File: config.mk
export PLATFORM = sky130hd
export DESIGN_NAME = mdc_visited
export DESIGN_NICKNAME = d
export VERILOG_FILES = /design/src/rtl/mdc_pkg.sv /design/src/rtl/mdc_ram.sv /design/src/rtl/mdc_visited.sv
export SDC_FILE = /design/constraint.sdc
export NUM_CORES = 2
export LEC_CHECK = 0
export BUFFER_PORTS_ARGS = -buffer_cell sky130_fd_sc_hd__buf_2
export CORE_MARGIN = 1.5
export CORE_UTILIZATION = 50
export CTS_CLUSTER_SIZE = 16
export DETAILED_ROUTE_END_ITERATION = 12
export GPL_ROUTABILITY_DRIVEN = 0
export PLACE_DENSITY = 0.65
export SLEW_MARGIN = 0
export SYNTH_ARGS = -nofsm -noshare
export SYNTH_HDL_FRONTEND = slang
export SYNTH_SLANG_ARGS = --single-unit
export TNS_END_PERCENT = 30
File: constraint.sdc
create_clock -name clk -period 16.6 [get_ports clk]
set_input_delay 2.49 -clock clk [delete_from_list [all_inputs] [get_ports clk]]
set_output_delay 2.49 -clock clk [all_outputs]
set_load 0.1 [all_outputs]
File: src/rtl/mdc_pkg.sv
// mdc_pkg: grid limits, command and direction codes, payload structs and the
// visited-bitmap request struct for the maze carver.
// No dependencies; compiled first.
package mdc_pkg;

  // Grid limits and derived widths
  localparam int MAX_WIDTH  = 64;
  localparam int MAX_HEIGHT = 64;
  localparam int XW         = $clog2(MAX_WIDTH);
  localparam int YW         = $clog2(MAX_HEIGHT);
  localparam int CELLS      = MAX_WIDTH * MAX_HEIGHT;
  localparam int AW         = XW + YW;
  localparam int CNT_W      = AW + 1;
  localparam int CFG_W      = 7;

  // Command codes
  localparam logic CMD_RESTART = 1'b0;
  localparam logic CMD_DRAW    = 1'b1;

  // Direction codes (also the side opened)
  localparam logic [1:0] DIR_RIGHT = 2'd0;
  localparam logic [1:0] DIR_LEFT  = 2'd1;
  localparam logic [1:0] DIR_DOWN  = 2'd2;
  localparam logic [1:0] DIR_UP    = 2'd3;

  // Configuration register indexes
  localparam logic REG_WIDTH  = 1'b0;
  localparam logic REG_HEIGHT = 1'b1;

  typedef struct packed {
    logic       cmd;
    logic [1:0] direction;
  } in_item_t;

  typedef struct packed {
    logic          carved;
    logic [XW-1:0] from_x;
    logic [YW-1:0] from_y;
    logic [1:0]    open_side;
    logic          done_res;
  } out_item_t;

  // One access to the visited bitmap, one row per entry
  typedef struct packed {
    logic                 clr;
    logic                 rd_en;
    logic [YW-1:0]        rd_row;
    logic                 wr_en;
    logic [YW-1:0]        wr_row;
    logic [MAX_WIDTH-1:0] wr_data;
  } vis_req_t;

endpackage

File: src/rtl/mdc_ram.sv
// mdc_ram: simple dual-port synchronous RAM, one write and one read port,
// registered read data. No dependencies.
module mdc_ram #(
  parameter int DEPTH = 64,
  parameter int WIDTH = 8,
  localparam int ADDR_W = $clog2(DEPTH)
) (
  input  logic              clk,
  input  logic              we,
  input  logic [ADDR_W-1:0] waddr,
  input  logic [WIDTH-1:0]  wdata,
  input  logic              re,
  input  logic [ADDR_W-1:0] raddr,
  output logic [WIDTH-1:0]  rdata
);

  logic [WIDTH-1:0] mem [DEPTH];

  // Write port
  always_ff @(posedge clk) begin
    if (we) begin
      mem[waddr] <= wdata;
    end
  end

  // Registered read port
  always_ff @(posedge clk) begin
    if (re) begin
      rdata <= mem[raddr];
    end
  end

endmodule

File: src/rtl/mdc_visited.sv
// mdc_visited: visited bitmap held as rows in a RAM, with one valid flop per
// row so a restart clears the whole map without a pass over the RAM.
// Depends on mdc_pkg and mdc_ram.
module mdc_visited (
  input  logic                         clk,
  input  logic                         rst_n,
  input  mdc_pkg::vis_req_t            req,
  output logic [mdc_pkg::MAX_WIDTH-1:0] rd_row_q
);
  import mdc_pkg::*;

  logic [MAX_HEIGHT-1:0] row_vld_r;
  logic [MAX_HEIGHT-1:0] row_vld_nxt;
  logic                  vld_q_r;
  logic [MAX_WIDTH-1:0]  ram_q;

  mdc_ram #(
    .DEPTH (MAX_HEIGHT),
    .WIDTH (MAX_WIDTH)
  ) u_rows (
    .clk   (clk),
    .we    (req.wr_en),
    .waddr (req.wr_row),
    .wdata (req.wr_data),
    .re    (req.rd_en),
    .raddr (req.rd_row),
    .rdata (ram_q)
  );

  // Row valid bits: clear on restart, set on any row write
  always_comb begin
    row_vld_nxt = row_vld_r;
    if (req.clr) begin
      row_vld_nxt = '0;
    end
    if (req.wr_en) begin
      row_vld_nxt[req.wr_row] = 1'b1;
    end
  end

  always_ff @(posedge clk) begin
    if (!rst_n) begin
      row_vld_r <= '0;
      vld_q_r   <= 1'b0;
    end else begin
      row_vld_r <= row_vld_nxt;
      if (req.rd_en) begin
        vld_q_r <= row_vld_r[req.rd_row];
      end
    end
  end

  // A row never written since restart reads as all clear
  assign rd_row_q = vld_q_r ? ram_q : '0;

endmodule
==> run_results.csv <==
group,metric,value,unit
status,status,"finished, final reports clean",
cells_and_area,area_growth_syn_to_layout,12.7,%
synth,synth.lib_cells_used.distinct,36,
hold_path,cell_depth_of_the_worst_hold_path,2,
floorplanning,die_height,569,um
worst_setup_path,cp-start-kind,"input pin",
worst_setup_path,ff2ff_setup_slack,14.33,ns
synth,synth_xor_xnor_area_share,0,%
timing,unrepaired_setup_endpoints_after_global_routing,"false",
timing,fmax,148,MHz
clocking,clk_latency,0.98,ns
worst_setup_path,worstPathRequired,17.27,ns
cells_and_area,ff_latch_area,126000,um2
detailed_routing,route.detailed.vias_per_inst,6.70,
worst_setup_path,critical_path.cell_chain,"buf_12, buf_4, buf_12, buf_4, mux4_2, mux4_2, mux4_2",
timing,worst_slew_margin_rel,5.50,%
cells_and_area,nets,6736,
global_route,number_of_antenna_violations_at_the_first_check_in_global_routing,44,
detailed_routing,drc_errors,0,
cells_and_area,drive_gt1_share,33.7,%
floorplanning,placeableCoreArea,318000,um2
place,dp_hpwl,208000,um
worst_setup_path,timing.critical_path.to_type,"register",
detailed_routing,wl_per_cell,39.0,um
worst_setup_path,cp_data_arrival_time,7.45,ns
place,placedInstanceArea,167000,um2
cells_and_area,multi_input_area,33000,um2
clocking,clock_path_buffers,4,
floorplanning,i_o_pin_count,145,
timing,period_needed,6.78,ns
clocking,clk_pin_slew,0.06,ns
worst_setup_path,crit-reg2reg-launch,"u_rows.mem[44][44]",
global_route,globalRouteOverflowTotal,0,
power_and_ir_drop,net-switching-power,0.00464,W
timing,timing_max_transition_violations_final,0,
floorplanning,initial_utilization,50.3,%
synth,dominant_combinational_cell_family_by_area_after_synthesis,"multiplexers",
cells_and_area,mostFrequentLayoutCells,"edfxtp_1, mux4_2, clkbuf_16",
hold_path,worst_hold_path_type,"register to register",
worst_setup_path,cp_top_family,"buffers and inverters",
clocking,cts_setup_buffers,0,
synth,flops_latches_synth,4225,
power_and_ir_drop,p_leak,55.8,nW
flow_run,timing.max_cap.violations,0,
clocking,clock_tree.htree_level_count,5,
synth,mappedNetlistArea,160000,um2
synth,synth.yosys.warnings,0,
timing,max_slew.worst_pin.slew,1.42,ns
clocking,cts_inserted_buffers,415,
worst_setup_path,worst_path_most_repeated_cell,"mux4_2",
power_and_ir_drop,power,0.0223,W
timing,setup_total_negative_slack,0,ns
cells_and_area,post_layout_cell_count,11191,
detailed_routing,initialDrtViolationCount,12238,
power_and_ir_drop,power_per_cell_area,124,nW/um2
hold_path,hold_path.startpoint,"row_vld_r[3]",
global_route,maximum_number_of_pins_on_one_net_before_global_route_repair,108,
power_and_ir_drop,p_sw_share,20.8,%
power_and_ir_drop,ir_drop,0.0962,mV
floorplanning,num_rows,207,
detailed_routing,finalWirelength,437000,um
power_and_ir_drop,power.share.sequential,53.2,%
cells_and_area,finalInstanceArea,181000,um2
worst_setup_path,timing.rr.end,"u_rows.rdata[44]",
timing,setup_viol_count_final,0,
timing,clock-skew-final,0.0643,ns
worst_setup_path,worst-path-max-fanout,107,
detailed_routing,detailroute.via_count,75010,
global_route,global_routing_usage_summed_across_all_routing_layers,27.0,%
worst_setup_path,critical_path_class,"input pin to register",
clocking,cts.repair.resized,0,
synth,synthesis.instances,6241,
worst_setup_path,critical_path_buf_inv_count,4,
worst_setup_path,worst_path_max_delay_cell,"buf_4",
worst_setup_path,reg2regPathDepth,3,
timing,post-route-period-util,40.8,%
power_and_ir_drop,p_int,0.0177,W
global_route,grt_pass1_wl,596000,um
power_and_ir_drop,power_frac_clock,42.5,%
synth,synth_adder_area_share,0,%
synth,synth.area.mux_share,19.1,%
place,io_buffers,144,
place,dp_cells,10417,
floorplanning,die_w,569,um
synth,seq_area_frac_synth,78.8,%
clocking,clk_root_buffer_cell,"clkbuf_16",
timing,timing_hold_violations_final,0,
synth,post_synth_and_or_nand_nor_area_fraction,0.819,%
cells_and_area,fillerInstances,22413,
floorplanning,die_area,324000,um2
synth,synthesis.area_per_instance,25.7,um2
clocking,cts_tree,"done",
clocking,hold_buffers,0,
power_and_ir_drop,fraction_of_power_consumed_by_combinational_cells,4.4,%
detailed_routing,detailed_routing_iteration_count_for_the_pre_antenna_repair_pass,5,
clocking,cts.sink_count,4225,
global_route,grt_pass1_vias,74140,
hold_path,holdPathEnd,"row_vld_r[3]",
worst_setup_path,max_stage_delay,0.86,ns
synth,synth_compound_gate_area_share,0.369,%
detailed_routing,detail-route-antenna-nets,0,
cells_and_area,final_common_cell,"edfxtp_1",
timing,hold_ws,0.580,ns
synth,synth_nets,6322,
## final cells by class
class                      instances  area share [%]
antenna                           16          0.0222
clock buffer                     503            6.02
clock inverter                   254            1.55
inverter                           3         0.00624
multi-input combinational       1675            18.3
sequential                      4225            69.9
tap                             4180            2.90
timing repair buffer             335            1.30
## cell families (layout without fill, tap and decap cells)
| family | count (synthesis) | after routing |
|---|---|---|
| simple gates | 233 | 233 |
| flops | 4225 | 4225 |
| mux | 1363 | 1363 |
| buf+inv | 341 | 1095 |
| other cells | 0 | 16 |
| compound gates | 79 | 79 |
## metrics by stage
stage / util [%] / setup WS, ns
after detailed placement: 52.4 / 8.72
after CTS: 56.7 / 9.72
after global placement: 52.4 / 8.78
after global routing: 56.7 / 9.38
final: 56.7 / 9.82
after floorplan: - / 6.67
## how the worst max path moves through the flow
stage,start,end,slack [ns],cells past startpoint
after floorplan,req[70],u_rows.mem[40][0],6.67,3
after global placement,req[71],u_rows.rdata[14],8.78,7
after detailed placement,req[71],u_rows.rdata[21],8.72,7
after CTS,req[71],u_rows.rdata[21],9.72,7
after global routing,req[71],u_rows.rdata[21],9.38,7
final,req[71],u_rows.rdata[21],9.82,7
## worst min-delay path: cells and delay by family, from the launching register on
family | cells | cell delay, ns
DFF | 1 | 0.32
and+or+nand+nor | 1 | 0.13
AOI/OAI and AO/OA | 1 | 0.11
## synth_stat cells
library cell / count / share of area, %
a21oi_1: 4 / 0.012
a22o_1: 2 / 0.011
a31oi_1: 1 / 0.0039
a41o_1: 1 / 0.0062
and2_1: 65 / 0.25
and3_1: 2 / 0.0078
and3b_1: 3 / 0.016
buf_1: 51 / 0.12
buf_2: 87 / 0.27
buf_4: 5 / 0.023
buf_6: 3 / 0.021
clkbuf_1: 192 / 0.45
dfxtp_1: 65 / 0.81
edfxtp_1: 4160 / 78
inv_1: 3 / 0.0070
mux2_2: 2 / 0.014
mux2i_1: 5 / 0.031
mux4_2: 1356 / 19
nand2_1: 5 / 0.012
nand2b_1: 3 / 0.012
nand3_1: 5 / 0.016
nand3b_1: 5 / 0.023
nand4_1: 1 / 0.0039
nand4b_1: 5 / 0.027
nor2_1: 65 / 0.15
nor2b_1: 65 / 0.25
nor4_1: 2 / 0.0078
o2111ai_1: 2 / 0.011
o211ai_1: 1 / 0.0047
o21a_1: 63 / 0.30
o22ai_1: 1 / 0.0039
o311ai_0: 2 / 0.011
o31ai_1: 2 / 0.0094
or2_2: 2 / 0.0078
or3_1: 1 / 0.0039
or3b_2: 4 / 0.022
## power by group through the flow
stage	logic, W	registers [W]	clock network (W)
global placement	0.000962	0.0121	0
detailed placement	0.000981	0.0121	0
global route	0.00103	0.0119	0.00996
floorplan	0.000622	0.0121	0
CTS	0.000983	0.0119	0.00956
finish	0.000974	0.0119	0.00947
## state kept, by name, summed over array words and instances (netlist names)
register	count
row_vld_r	64
u_rows.rdata	64
vld_q_r	1
u_rows.mem	4096
## layer usage
metal / routed length [um] / GRT usage [%] / vias up
met3: 52600 / 7.02 / 678
met2: 207000 / 41.8 / 4732
li1: - / - / 28152
met4: 10700 / 6.42 / 26
met5: 165 / 0 / -
met1: 166000 / 38.8 / 41422
No activity file was read; power rests on OpenSTA's default activity.
