File: src/rtl/mdc_ram.sv
// mdc_ram: simple dual-port synchronous RAM, one write and one read port,
// registered read data. No dependencies.
module mdc_ram #(
  parameter int DEPTH = 64,
  parameter int WIDTH = 8,
  localparam int ADDR_W = $clog2(DEPTH)
) (
  input  logic              clk,
  input  logic              we,
  input  logic [ADDR_W-1:0] waddr,
  input  logic [WIDTH-1:0]  wdata,
  input  logic              re,
  input  logic [ADDR_W-1:0] raddr,
  output logic [WIDTH-1:0]  rdata
);

  logic [WIDTH-1:0] mem [DEPTH];

  // Write port
  always_ff @(posedge clk) begin
    if (we) begin
      mem[waddr] <= wdata;
    end
  end

  // Registered read port
  always_ff @(posedge clk) begin
    if (re) begin
      rdata <= mem[raddr];
    end
  end

endmodule

File: config.mk
export PLATFORM = sky130hd
export DESIGN_NAME = mdc_ram
export DESIGN_NICKNAME = d
export VERILOG_FILES = /design/src/rtl/mdc_ram.sv
export SDC_FILE = /design/constraint.sdc
export NUM_CORES = 1
export LEC_CHECK = 0
export BUFFER_PORTS_ARGS = -buffer_cell sky130_fd_sc_hd__buf_2
export CAP_MARGIN = 20
export CORE_UTILIZATION = 50
export DETAILED_ROUTE_END_ITERATION = 6
export PLACE_DENSITY = 0.77
export SLEW_MARGIN = 10
export SYNTH_ARGS = -nofsm -noshare
export SYNTH_HDL_FRONTEND = slang
export SYNTH_SLANG_ARGS = --single-unit
File: constraint.sdc
create_clock -name clk -period 5.9 [get_ports clk]
set_input_delay 0.59 -clock clk [delete_from_list [all_inputs] [get_ports clk]]
set_output_delay 0.59 -clock clk [all_outputs]
set_load 0.03 [all_outputs]
==> run_results.csv, run 1 <==
group,metric,value,unit
run_status,run_status,"finished clean",
timing,skew,24.80,ps
yosys,dominantRegCellSynth,"sky130_fd_sc_hd__edfxtp_1",
placement,port-buffer-count,30,
finish,finish.net_count,1007,
hold_path,hp-class,"in -> reg",
floorplan,io_pins,31,
yosys,netlist-cell-type-count,39,
worst_setup_path,timing.critical_path.slowest_stage_cell,"sky130_fd_sc_hd__clkbuf_8",
timing,tightestPinTransition,1148,ps
yosys,synth.cell_area,20250,um^2
worst_setup_path,worst-path-max-fanout,67,
clock_network,postCtsResizedCells,0,
finish,num-fill-cells,2863,
floorplan,die_area,41300,um^2
placement,gp_congestion,0.8309,
clock_network,cts_sinks,520,
routing,routed-via-count,9724,
routing,routed_via_density,6.261,
yosys,synthTopCellsByArea,"sky130_fd_sc_hd__edfxtp_1, sky130_fd_sc_hd__mux4_2, sky130_fd_sc_hd__nor2_1",
finish,final_cell_count_no_fill,1553,
timing,timing.final.setup_violations,0,
global_routing,grt_util_met3,4.858,%
timing,max-slew-margin-rel,23.49,%
job,timing.max_cap.violations,0,
floorplan,initial_utilization,50.84,%
yosys,ys_async_sr_fraction,0,%
yosys,yosysSeqAreaShare,77.12,%
worst_setup_path,timing.rr.start,"mem[3][5]",
yosys,synth_edf_count,520,
worst_setup_path,critical_path.top_delay_family,"multiplexers",
timing,fin_crit_sh,48.72,%
global_routing,initial_antenna_violation_count,1,
worst_setup_path,worstPathArrival,3170,ps
timing,fmax,0.3479,GHz
global_routing,most_utilized_layer_in_the_global_route_result,"met2",
floorplan,die_ht,203.2,um
worst_setup_path,critical_path_class,"in -> reg",
clock_network,cts_hold_buf,0,
worst_setup_path,setup.reg_to_reg.worst_slack,3530,ps
global_routing,grt_start_max_net_pins,68,
timing,final_hold_viol_count,0,
worst_setup_path,worst-path-buf-inv,2,
routing,detail_route.first_pass.iterations,5,
global_routing,grt_remaining_overflow,0,
worst_setup_path,endpoint_of_the_worst_setup_timing_path,"rdata[3]",
finish,area_delta_synth_final,11.94,%
clock_network,tritoncts,"built",
routing,postRouteAntennaNets,0,
routing,wl_per_cell,28.08,um
timing,fin_tns_setup,0,ps
global_routing,grt_use_total,21.64,%
routing,routed_wirelength,43610,um
yosys,synth-warning-count,0,
pwr,leakage,7.025,nW
yosys,post_synthesis_instance_total,940,
placement,numPlacedInstances,1452,
worst_setup_path,timing.critical_path.required,6190,ps
clock_network,cts_setup_buffers,0,
clock_network,worst_setup_hold_path_clk_slew,60,ps
worst_setup_path,regToRegEndpoint,"rdata[5]",
finish,drive_above_1_share,25.80,%
yosys,synth.largest_area_cell,"sky130_fd_sc_hd__edfxtp_1",
floorplan,placeableCoreArea,39820,um^2
clock_network,htreeDepth,2,
global_routing,grt_first_pass_wirelength,64280,um
global_routing,grtUsageMet2,33.90,%
worst_setup_path,slowest_delay,600,ps
worst_setup_path,worst_r2r_path_depth,4,
worst_setup_path,worst_setup_path_start_kind,"primary input",
global_routing,use_met1,30.49,%
hold_path,hold_path_depth,1,
routing,detailedRoute.firstIterationViolations,977,
global_routing,grt_pass1_vias,9761,
routing,drc_errors,0,
floorplan,std_cell_rows,73,
floorplan,die_width,203.2,um
clock_network,clockRootBuffer,"sky130_fd_sc_hd__clkbuf_16",
worst_setup_path,critPathMostFrequentCell,"sky130_fd_sc_hd__mux4_2",
pwr,ir_worst_vdd,0.0003671,V
yosys,synth.net_count,963,
yosys,top_area_cell_type_share_of_the_netlist_area,77.12,%
timing,rsz0062_at_grt,"false",
pwr,power_per_cell_area,343.5,nW/um^2
clock_network,tritoncts.num_buffers,51,
worst_setup_path,cp-startpoint,"raddr[0]",
yosys,postSynthAreaPerCell,21.54,um^2
clock_network,clk-insertion-delay-late,580,ps
clock_network,max-clock-path-buffers,3,
worst_setup_path,endpoint_kind,"flop",
timing,finalCriticalPeriod,2874,ps
placement,dp_hpwl,25160,um
worst_setup_path,crit_chain,"clkbuf_8, buf_12, mux4_2, mux4_2, o21ai_1, o41ai_1",
yosys,synth.ff_latch_count,520,
timing,slew_viol_final,0,
worst_setup_path,crit_cells,6,
## per-stage QoR
stage / total power [mW] / utilization [%] / hold slack, ps / area [um^2] / worst slack, ps
final: 7.785 / 56.91 / 405.8 / 22660 / 3026
after global routing: 7.967 / 56.91 / 383.0 / 22660 / 2866
after floorplan: 4.409 / - / 688.9 / 20250 / 3504
after detailed placement: 4.557 / 52.38 / 903.8 / 20860 / 2413
after global placement: 4.545 / 52.33 / 887.3 / 20840 / 2438
after CTS: 7.814 / 56.67 / 372.8 / 22570 / 2999
## cell families after synthesis
| group | count (synthesis) | share of synthesized area, % |
|---|---|---|
| and+or+nand+nor | 153 | 3.374 |
| muxes | 162 | 15.88 |
| AOI/OAI and AO/OA | 54 | 2.064 |
| DFF | 520 | 77.12 |
| buffers and inverters | 51 | 1.563 |
## power by group
group	leakage, nW	internal [mW]	switching, mW
combinational	1.50	0.141	0.236
clock	0.842	1.93	1.37
sequential	4.69	4.10	0.0111
total	7.02	6.17	1.61
## per-layer routing
metal,vias up,wire length [um]
met5,-,0
met2,536,21050
met4,0,1082
li1,4030,-
met1,5065,17240
met3,93,4239
## worst min-delay path by stage
stage	from	to	slack (ps)
6_report	re	rdata[2]	410
5_1_grt	re	rdata[2]	380
4_1_cts	re	rdata[2]	370
3_5_place_dp	mem[26][6]	rdata[6]	900
3_3_place_gp	mem[31][6]	rdata[6]	890
2_1_floorplan	wdata[0]	mem[0][0]	690
## placed cells by master (no fill, tap or decap), types with 14 or more instances in the layout
cell type	n
sky130_fd_sc_hd__mux4_2	126
sky130_fd_sc_hd__nor2b_1	14
sky130_fd_sc_hd__clkinv_2	14
sky130_fd_sc_hd__nor2_1	83
sky130_fd_sc_hd__buf_2	25
sky130_fd_sc_hd__clkbuf_16	52
sky130_fd_sc_hd__edfxtp_1	520
sky130_fd_sc_hd__mux2i_1	23
sky130_fd_sc_hd__nand2_1	19
## cells in the mapped netlist (3+ instances only)
| cell | number |
|---|---|
| sky130_fd_sc_hd__nand2b_1 | 7 |
| sky130_fd_sc_hd__buf_4 | 13 |
| sky130_fd_sc_hd__o22ai_1 | 8 |
| sky130_fd_sc_hd__o2111ai_1 | 3 |
| sky130_fd_sc_hd__buf_2 | 11 |
| sky130_fd_sc_hd__o2bb2ai_1 | 3 |
| sky130_fd_sc_hd__a22oi_1 | 3 |
| sky130_fd_sc_hd__o221ai_1 | 8 |
| sky130_fd_sc_hd__a221oi_1 | 6 |
| sky130_fd_sc_hd__buf_6 | 4 |
| sky130_fd_sc_hd__mux4_2 | 126 |
| sky130_fd_sc_hd__nor2_1 | 83 |
| sky130_fd_sc_hd__mux2i_1 | 23 |
| sky130_fd_sc_hd__a21oi_1 | 3 |
| sky130_fd_sc_hd__nand3b_1 | 3 |
| sky130_fd_sc_hd__nand3_1 | 13 |
| sky130_fd_sc_hd__nor2b_1 | 14 |
| sky130_fd_sc_hd__edfxtp_1 | 520 |
| sky130_fd_sc_hd__nand2_1 | 19 |
| sky130_fd_sc_hd__nor3_1 | 7 |
| sky130_fd_sc_hd__a211oi_1 | 4 |
| sky130_fd_sc_hd__mux2_2 | 13 |
| sky130_fd_sc_hd__clkbuf_1 | 17 |
| sky130_fd_sc_hd__buf_1 | 4 |
## sequential cells by signal, indices dropped and copies added (netlist names)
signal / cells
mem: 512
rdata: 8
## cell type report
class | count | area, um^2 | area share [%]
Clock inverter | 33 | 367.9 | 1.623
Antenna cell | 1 | 2.502 | 0.01104
Clock buffer | 63 | 1343 | 5.924
Sequential cell | 520 | 15620 | 68.90
Tap cell | 525 | 656.9 | 2.898
Multi-Input combinational cell | 369 | 4325 | 19.08
Timing Repair Buffer | 42 | 354.1 | 1.562
(Power assumes the default switching activity.)
==> inputs of run 2 (changes only) <==
==> constraint.sdc (replaced) <==
create_clock -name clk -period 3 [get_ports clk]
set_input_delay 0.3 -clock clk [delete_from_list [all_inputs] [get_ports clk]]
set_output_delay 0.3 -clock clk [all_outputs]
set_load 0.03 [all_outputs]
==> run 2 against run 1 <==
Utilization rose by 1.6 points. Register-to-register slack worse by 2700 ps. Cell count up 5.9%. Clock-buffer cell count fell by 2. Global-route usage up 0.91 points. Clock power up 90%. Combinational power grew 110%. Die area unchanged. Wire length is 2.9% higher. Sequential share of layout area decreased by 1.8 points. Largest cell class unchanged.
==> run_results.csv, run 2 (synthesis results as in run 1) <==
group,metric,value,unit
floorplan,die_width,203.2,um
timing,fin_crit_sh,73.70,%
timing,tightestPinTransition,1080,ps
clock_network,tritoncts.num_buffers,51,
placement,numPlacedInstances,1543,
floorplan,initial_utilization,50.84,%
placement,placedInstanceArea,21540,um^2
floorplan,placeableCoreArea,39820,um^2
clock_network,postCtsResizedCells,0,
global_routing,grt_use_total,22.55,%
worst_setup_path,timing.critical_path.required,3400,ps
routing,wl_per_cell,27.27,um
placement,port-buffer-count,30,
timing,fmax,0.4523,GHz
pwr,leakage,7.467,nW
global_routing,grtUsageMet2,35.49,%
run_status,run_status,"finished clean",
finish,largest_register,"mem",
worst_setup_path,critical_path_class,"in -> reg",
timing,final_hold_viol_count,0,
routing,drc_errors,0,
timing,slew_viol_final,0,
finish,top_regs,"mem (512), rdata (8)",
worst_setup_path,worstPathArrival,2610,ps
pwr,p_clk_share,41.4,%
pwr,p_sw,3.206,mW
placement,gp_congestion,0.8599,
clock_network,cts_sinks,520,
clock_network,max-clock-path-buffers,3,
timing,max-slew-margin-rel,28.00,%
finish,area_delta_synth_final,15.01,%
global_routing,grt_pass1_vias,10474,
placement,dp_hpwl,27910,um
timing,rsz0062_at_grt,"false",
global_routing,grt_first_pass_wirelength,66740,um
floorplan,io_pins,31,
clock_network,tritoncts,"built",
pwr,swShare,21.17,%
finish,finish.net_count,1099,
finish,largest_register_ff_count,512,
routing,routed-via-count,10087,
pwr,power.internal,11.94,mW
floorplan,std_cell_rows,73,
finish,layout.cells.most_common_list,"sky130_fd_sc_hd__edfxtp_1, sky130_fd_sc_hd__mux4_2, sky130_fd_sc_hd__buf_4, sky130_fd_sc_hd__nor2_1, sky130_fd_sc_hd__clkbuf_16",
routing,routed_wirelength,44860,um
global_routing,grt_remaining_overflow,0,
pwr,ir_worst_vdd,0.0005160,V
floorplan,die_area,41300,um^2
timing,timing.final.setup_violations,0,
timing,fin_tns_setup,0,ps
clock_network,htreeDepth,2,
global_routing,initial_antenna_violation_count,1,
routing,detailedRoute.firstIterationViolations,1401,
routing,routed_via_density,6.132,
timing,skew,31.93,ps
global_routing,grt_start_max_net_pins,65,
timing,finalCriticalPeriod,2211,ps
pwr,power_per_cell_area,650.4,nW/um^2
timing,fin_hold_ws,62.02,ps
timing,layout_setup_ws,788.9,ps
finish,final_design_area_no_fill,23290,um^2
worst_setup_path,worst-path-max-fanout,18,
finish,layout_commonest_cell,"sky130_fd_sc_hd__edfxtp_1",
global_routing,use_met1,31.06,%
routing,detail_route.first_pass.iterations,6,
pwr,finalPower,15.14,mW
finish,postLayoutCoreUtil,58.47,%
pwr,comb_power_share,5.3,%
hold_path,hp-class,"in -> reg",
finish,final_cell_count_no_fill,1645,
clock_network,clk-insertion-delay-late,620,ps
clock_network,cts_hold_buf,0,
placement,dp_worst_setup_slack,213.6,ps
pwr,power.sequential.fraction,53.4,%
global_routing,grt_util_met3,5.273,%
clock_network,cts_setup_buffers,0,
routing,postRouteAntennaNets,0,
global_routing,most_utilized_layer_in_the_global_route_result,"met2",
finish,drive_above_1_share,31.04,%
worst_setup_path,worst_setup_path_start_kind,"primary input",
worst_setup_path,endpoint_kind,"flop",
clock_network,worst_setup_hold_path_clk_slew,60,ps
clock_network,clockRootBuffer,"sky130_fd_sc_hd__clkbuf_16",
job,timing.max_cap.violations,0,
floorplan,die_ht,203.2,um
[run 2: cell types whose count changed in the layout (fill, tap and decap cells not counted), moves of 2 or more]
cell and change:
sky130_fd_sc_hd__bufinv_16 -2, sky130_fd_sc_hd__nor3_2 -2, sky130_fd_sc_hd__buf_4 +88, sky130_fd_sc_hd__nor3_1 +2
sky130_fd_sc_hd__clkinv_1 +8, sky130_fd_sc_hd__clkinv_2 -3, sky130_fd_sc_hd__buf_12 +3, sky130_fd_sc_hd__buf_2 +2
[run 2: final timing paths]
path / slack (ps) / from / cells past startpoint / endpoint
max: 790 / raddr[3] / 6 / rdata[4]
min reg2reg: 950 / mem[18][1] / 4 / rdata[1]
max reg2reg: 830 / mem[47][2] / 4 / rdata[2]
min: 60 / re / 1 / rdata[7]
[run 2: layout make-up]
class / instances / area [um^2]
diodes: 2 / 5.005
clock inverters: 34 / 322.8
multi-input cells: 369 / 4315
repair buffers: 134 / 1057
flip-flops and latches: 520 / 15620
clock buffers: 61 / 1314
well taps: 525 / 656.9
fillers: 2808 / 16540
[run 2: per-layer routing]
metal  share of wire [%]  up-vias
met5                   0        -
met4                 3.2        0
met3                  11      105
met2                  48      571
met1                  38     5195
li1                    -     4216
[run 2: power groups by stage]
stage               Combinational (mW)  Sequential, mW  Clock (mW)
detailed placement               0.778            8.24           0
finish                           0.799            8.08        6.27
global placement                 0.758            8.23           0
floorplan                        0.429            8.24           0
global route                     0.843            8.08        6.62
CTS                              0.784            8.08        6.34
[run 2: critical path, stage by stage]
cell and delay (ps):
sky130_fd_sc_hd__buf_2 490, sky130_fd_sc_hd__nand2b_1 530, sky130_fd_sc_hd__a211oi_1 110, sky130_fd_sc_hd__nor4_1 680, sky130_fd_sc_hd__nor3_1 140, sky130_fd_sc_hd__o32ai_1 350
==> inputs of run 3 (changes only) <==
--- a/config.mk
+++ b/config.mk
@@ -9,7 +9,7 @@
 export CAP_MARGIN = 20
 export CORE_UTILIZATION = 50
 export DETAILED_ROUTE_END_ITERATION = 6
-export PLACE_DENSITY = 0.77
+export PLACE_DENSITY = 0.79
 export SLEW_MARGIN = 10
 export SYNTH_ARGS = -nofsm -noshare
 export SYNTH_HDL_FRONTEND = slang
==> constraint.sdc (replaced) <==
create_clock -name clk -period 1.95 [get_ports clk]
set_input_delay 0.195 -clock clk [delete_from_list [all_inputs] [get_ports clk]]
set_output_delay 0.195 -clock clk [all_outputs]
set_load 0.03 [all_outputs]
==> run 3 against run 2 <==
The flow now finishes with violations (negative setup slack). Die area is the same. Final area grew 2.4%. Sequential power up 53%. Global-route usage rose by 0.41 points. Register-to-register slack got worse by 870 ps. Clock-buffer cell count is 1 lower. Utilization is 1.4 points higher. Sequential share of layout area decreased by 1.5 points. Critical path type is now reg -> reg. Largest power group unchanged.
==> run_results.csv, run 3 (synthesis results as in run 1) <==
group,metric,value,unit
pwr,power_per_cell_area,976.3,nW/um^2
global_routing,grt_remaining_overflow,0,
worst_setup_path,crit_cells,5,
routing,postRouteAntennaNets,0,
finish,top_regs,"mem (512), rdata (8)",
worst_setup_path,critical_path.top_delay_family,"multiplexers",
global_routing,initial_antenna_violation_count,8,
floorplan,die_width,203.2,um
worst_setup_path,worst-path-buf-inv,0,
clock_network,clockRootBuffer,"sky130_fd_sc_hd__clkbuf_16",
run_status,failed_checks,"negative setup slack",
finish,drive_above_1_share,35.00,%
pwr,p_clk_share,40.8,%
timing,slew_viol_final,0,
placement,placedInstanceArea,22100,um^2
timing,tightestPinTransition,737.2,ps
timing,finalCriticalPeriod,1994,ps
floorplan,io_pins,31,
floorplan,initial_utilization,50.84,%
clock_network,tritoncts,"built",
timing,fin_tns_setup,-106.0,ps
worst_setup_path,slowest_delay,510,ps
timing,max-slew-margin-rel,50.85,%
finish,largest_register,"mem",
worst_setup_path,worst_r2r_path_depth,5,
floorplan,die_ht,203.2,um
routing,wl_per_cell,27.04,um
global_routing,grt_use_total,22.96,%
timing,final_hold_viol_count,0,
clock_network,cts_sinks,520,
hold_path,hold_path_depth,1,
finish,layout_commonest_cell,"sky130_fd_sc_hd__edfxtp_1",
timing,fin_crit_sh,102.3,%
hold_path,hp-class,"in -> reg",
hold_path,min-delay-start,"wdata[7]",
global_routing,grt_first_pass_wirelength,68240,um
clock_network,clk-insertion-delay-late,570,ps
pwr,ir_worst_vdd,0.0006702,V
timing,fin_hold_ws,119.3,ps
timing,timing.final.setup_violations,3,
worst_setup_path,worst_setup_path_start_kind,"flop",
floorplan,placeableCoreArea,39820,um^2
clock_network,max-clock-path-buffers,3,
pwr,comb_power_share,5.8,%
worst_setup_path,endpoint_kind,"flop",
finish,final_cell_count_no_fill,1692,
pwr,power.internal,18.52,mW
finish,postLayoutCoreUtil,59.85,%
finish,area_delta_synth_final,17.72,%
routing,detailedRoute.firstIterationViolations,1264,
worst_setup_path,worst-path-max-fanout,1,
finish,num-fill-cells,2725,
pwr,power.sequential.fraction,53.4,%
placement,numPlacedInstances,1600,
clock_network,htreeDepth,2,
worst_setup_path,timing.critical_path.required,2250,ps
worst_setup_path,cp-startpoint,"mem[20][4]",
worst_setup_path,critical_path_class,"reg -> reg",
placement,gp_congestion,0.8873,
global_routing,grt_start_max_net_pins,65,
routing,routed_via_density,6.147,
pwr,finalPower,23.27,mW
worst_setup_path,worstPathArrival,2290,ps
timing,skew,15.23,ps
floorplan,std_cell_rows,73,
pwr,swShare,20.41,%
job,timing.max_cap.violations,0,
placement,port-buffer-count,30,
placement,dp_worst_setup_slack,-497.2,ps
worst_setup_path,timing.rr.start,"mem[20][4]",
pwr,p_sw,4.751,mW
worst_setup_path,crit_chain,"mux4_2, mux2_4, o221a_4, nor3_4, o32ai_1",
global_routing,grt_pass1_vias,10549,
timing,layout_setup_ws,-44.39,ps
timing,fmax,0.5014,GHz
clock_network,worst_setup_hold_path_clk_slew,60,ps
run_status,run_status,"complete, but fails checks",
finish,layout.cells.most_common_list,"sky130_fd_sc_hd__edfxtp_1, sky130_fd_sc_hd__buf_4, sky130_fd_sc_hd__mux4_2, sky130_fd_sc_hd__nor2_1, sky130_fd_sc_hd__clkbuf_16",
finish,final_design_area_no_fill,23840,um^2
routing,routed-via-count,10400,
floorplan,die_area,41300,um^2
routing,drc_errors,0,
routing,detail_route.first_pass.iterations,5,
placement,dp_hpwl,28760,um
timing,rsz0062_at_grt,"true",
clock_network,tritoncts.num_buffers,49,
worst_setup_path,timing.critical_path.slowest_stage_cell,"sky130_fd_sc_hd__mux4_2",
pwr,leakage,7.759,nW
finish,largest_register_ff_count,512,
finish,finish.net_count,1150,
routing,routed_wirelength,45750,um
==> run 3: layout make-up <==
| type | instances | area [um^2] | share of cell area (%) |
|---|---|---|---|
| Multi-Input combinational cell | 369 | 4427 | 18.57 |
| Clock inverter | 27 | 292.8 | 1.228 |
| Clock buffer | 60 | 1310 | 5.496 |
| Tap cell | 525 | 656.9 | 2.756 |
| Timing Repair Buffer | 187 | 1524 | 6.394 |
| Sequential cell | 520 | 15620 | 65.51 |
| Antenna cell | 4 | 10.01 | 0.04199 |
==> run 3: power by group through the flow <==
stage / clock, mW / combinational, mW / sequential (mW)
after floorplan: 0 / 0.661 / 12.7
after global placement: 0 / 1.25 / 12.7
after detailed placement: 0 / 1.28 / 12.7
after CTS: 9.59 / 1.33 / 12.4
after global routing: 9.99 / 1.43 / 12.4
final: 9.49 / 1.35 / 12.4
==> run 3: repair_timing <==
item,in CTS,in global routing
hold buffers,1,0
gates resized for setup,16,9
setup endpoints to repair,6,8
endpoints found under the hold margin,8,0
pin swaps,3,1
buffers inserted,0,0
==> run 3: per-layer routing <==
layer,up-vias,track usage (%),routed length [um]
li1,4320,-,-
met1,5420,30.99,17500
met2,543,37.09,22170
met3,107,5.081,4434
met4,10,8.190,1574
met5,-,0,64
==> run 3: path summary, 6_finish.rpt <==
path                end  slack (ps)
max            rdata[4]         -40
min          mem[31][7]         120
max reg2reg    rdata[4]         -40
min reg2reg    rdata[7]         940
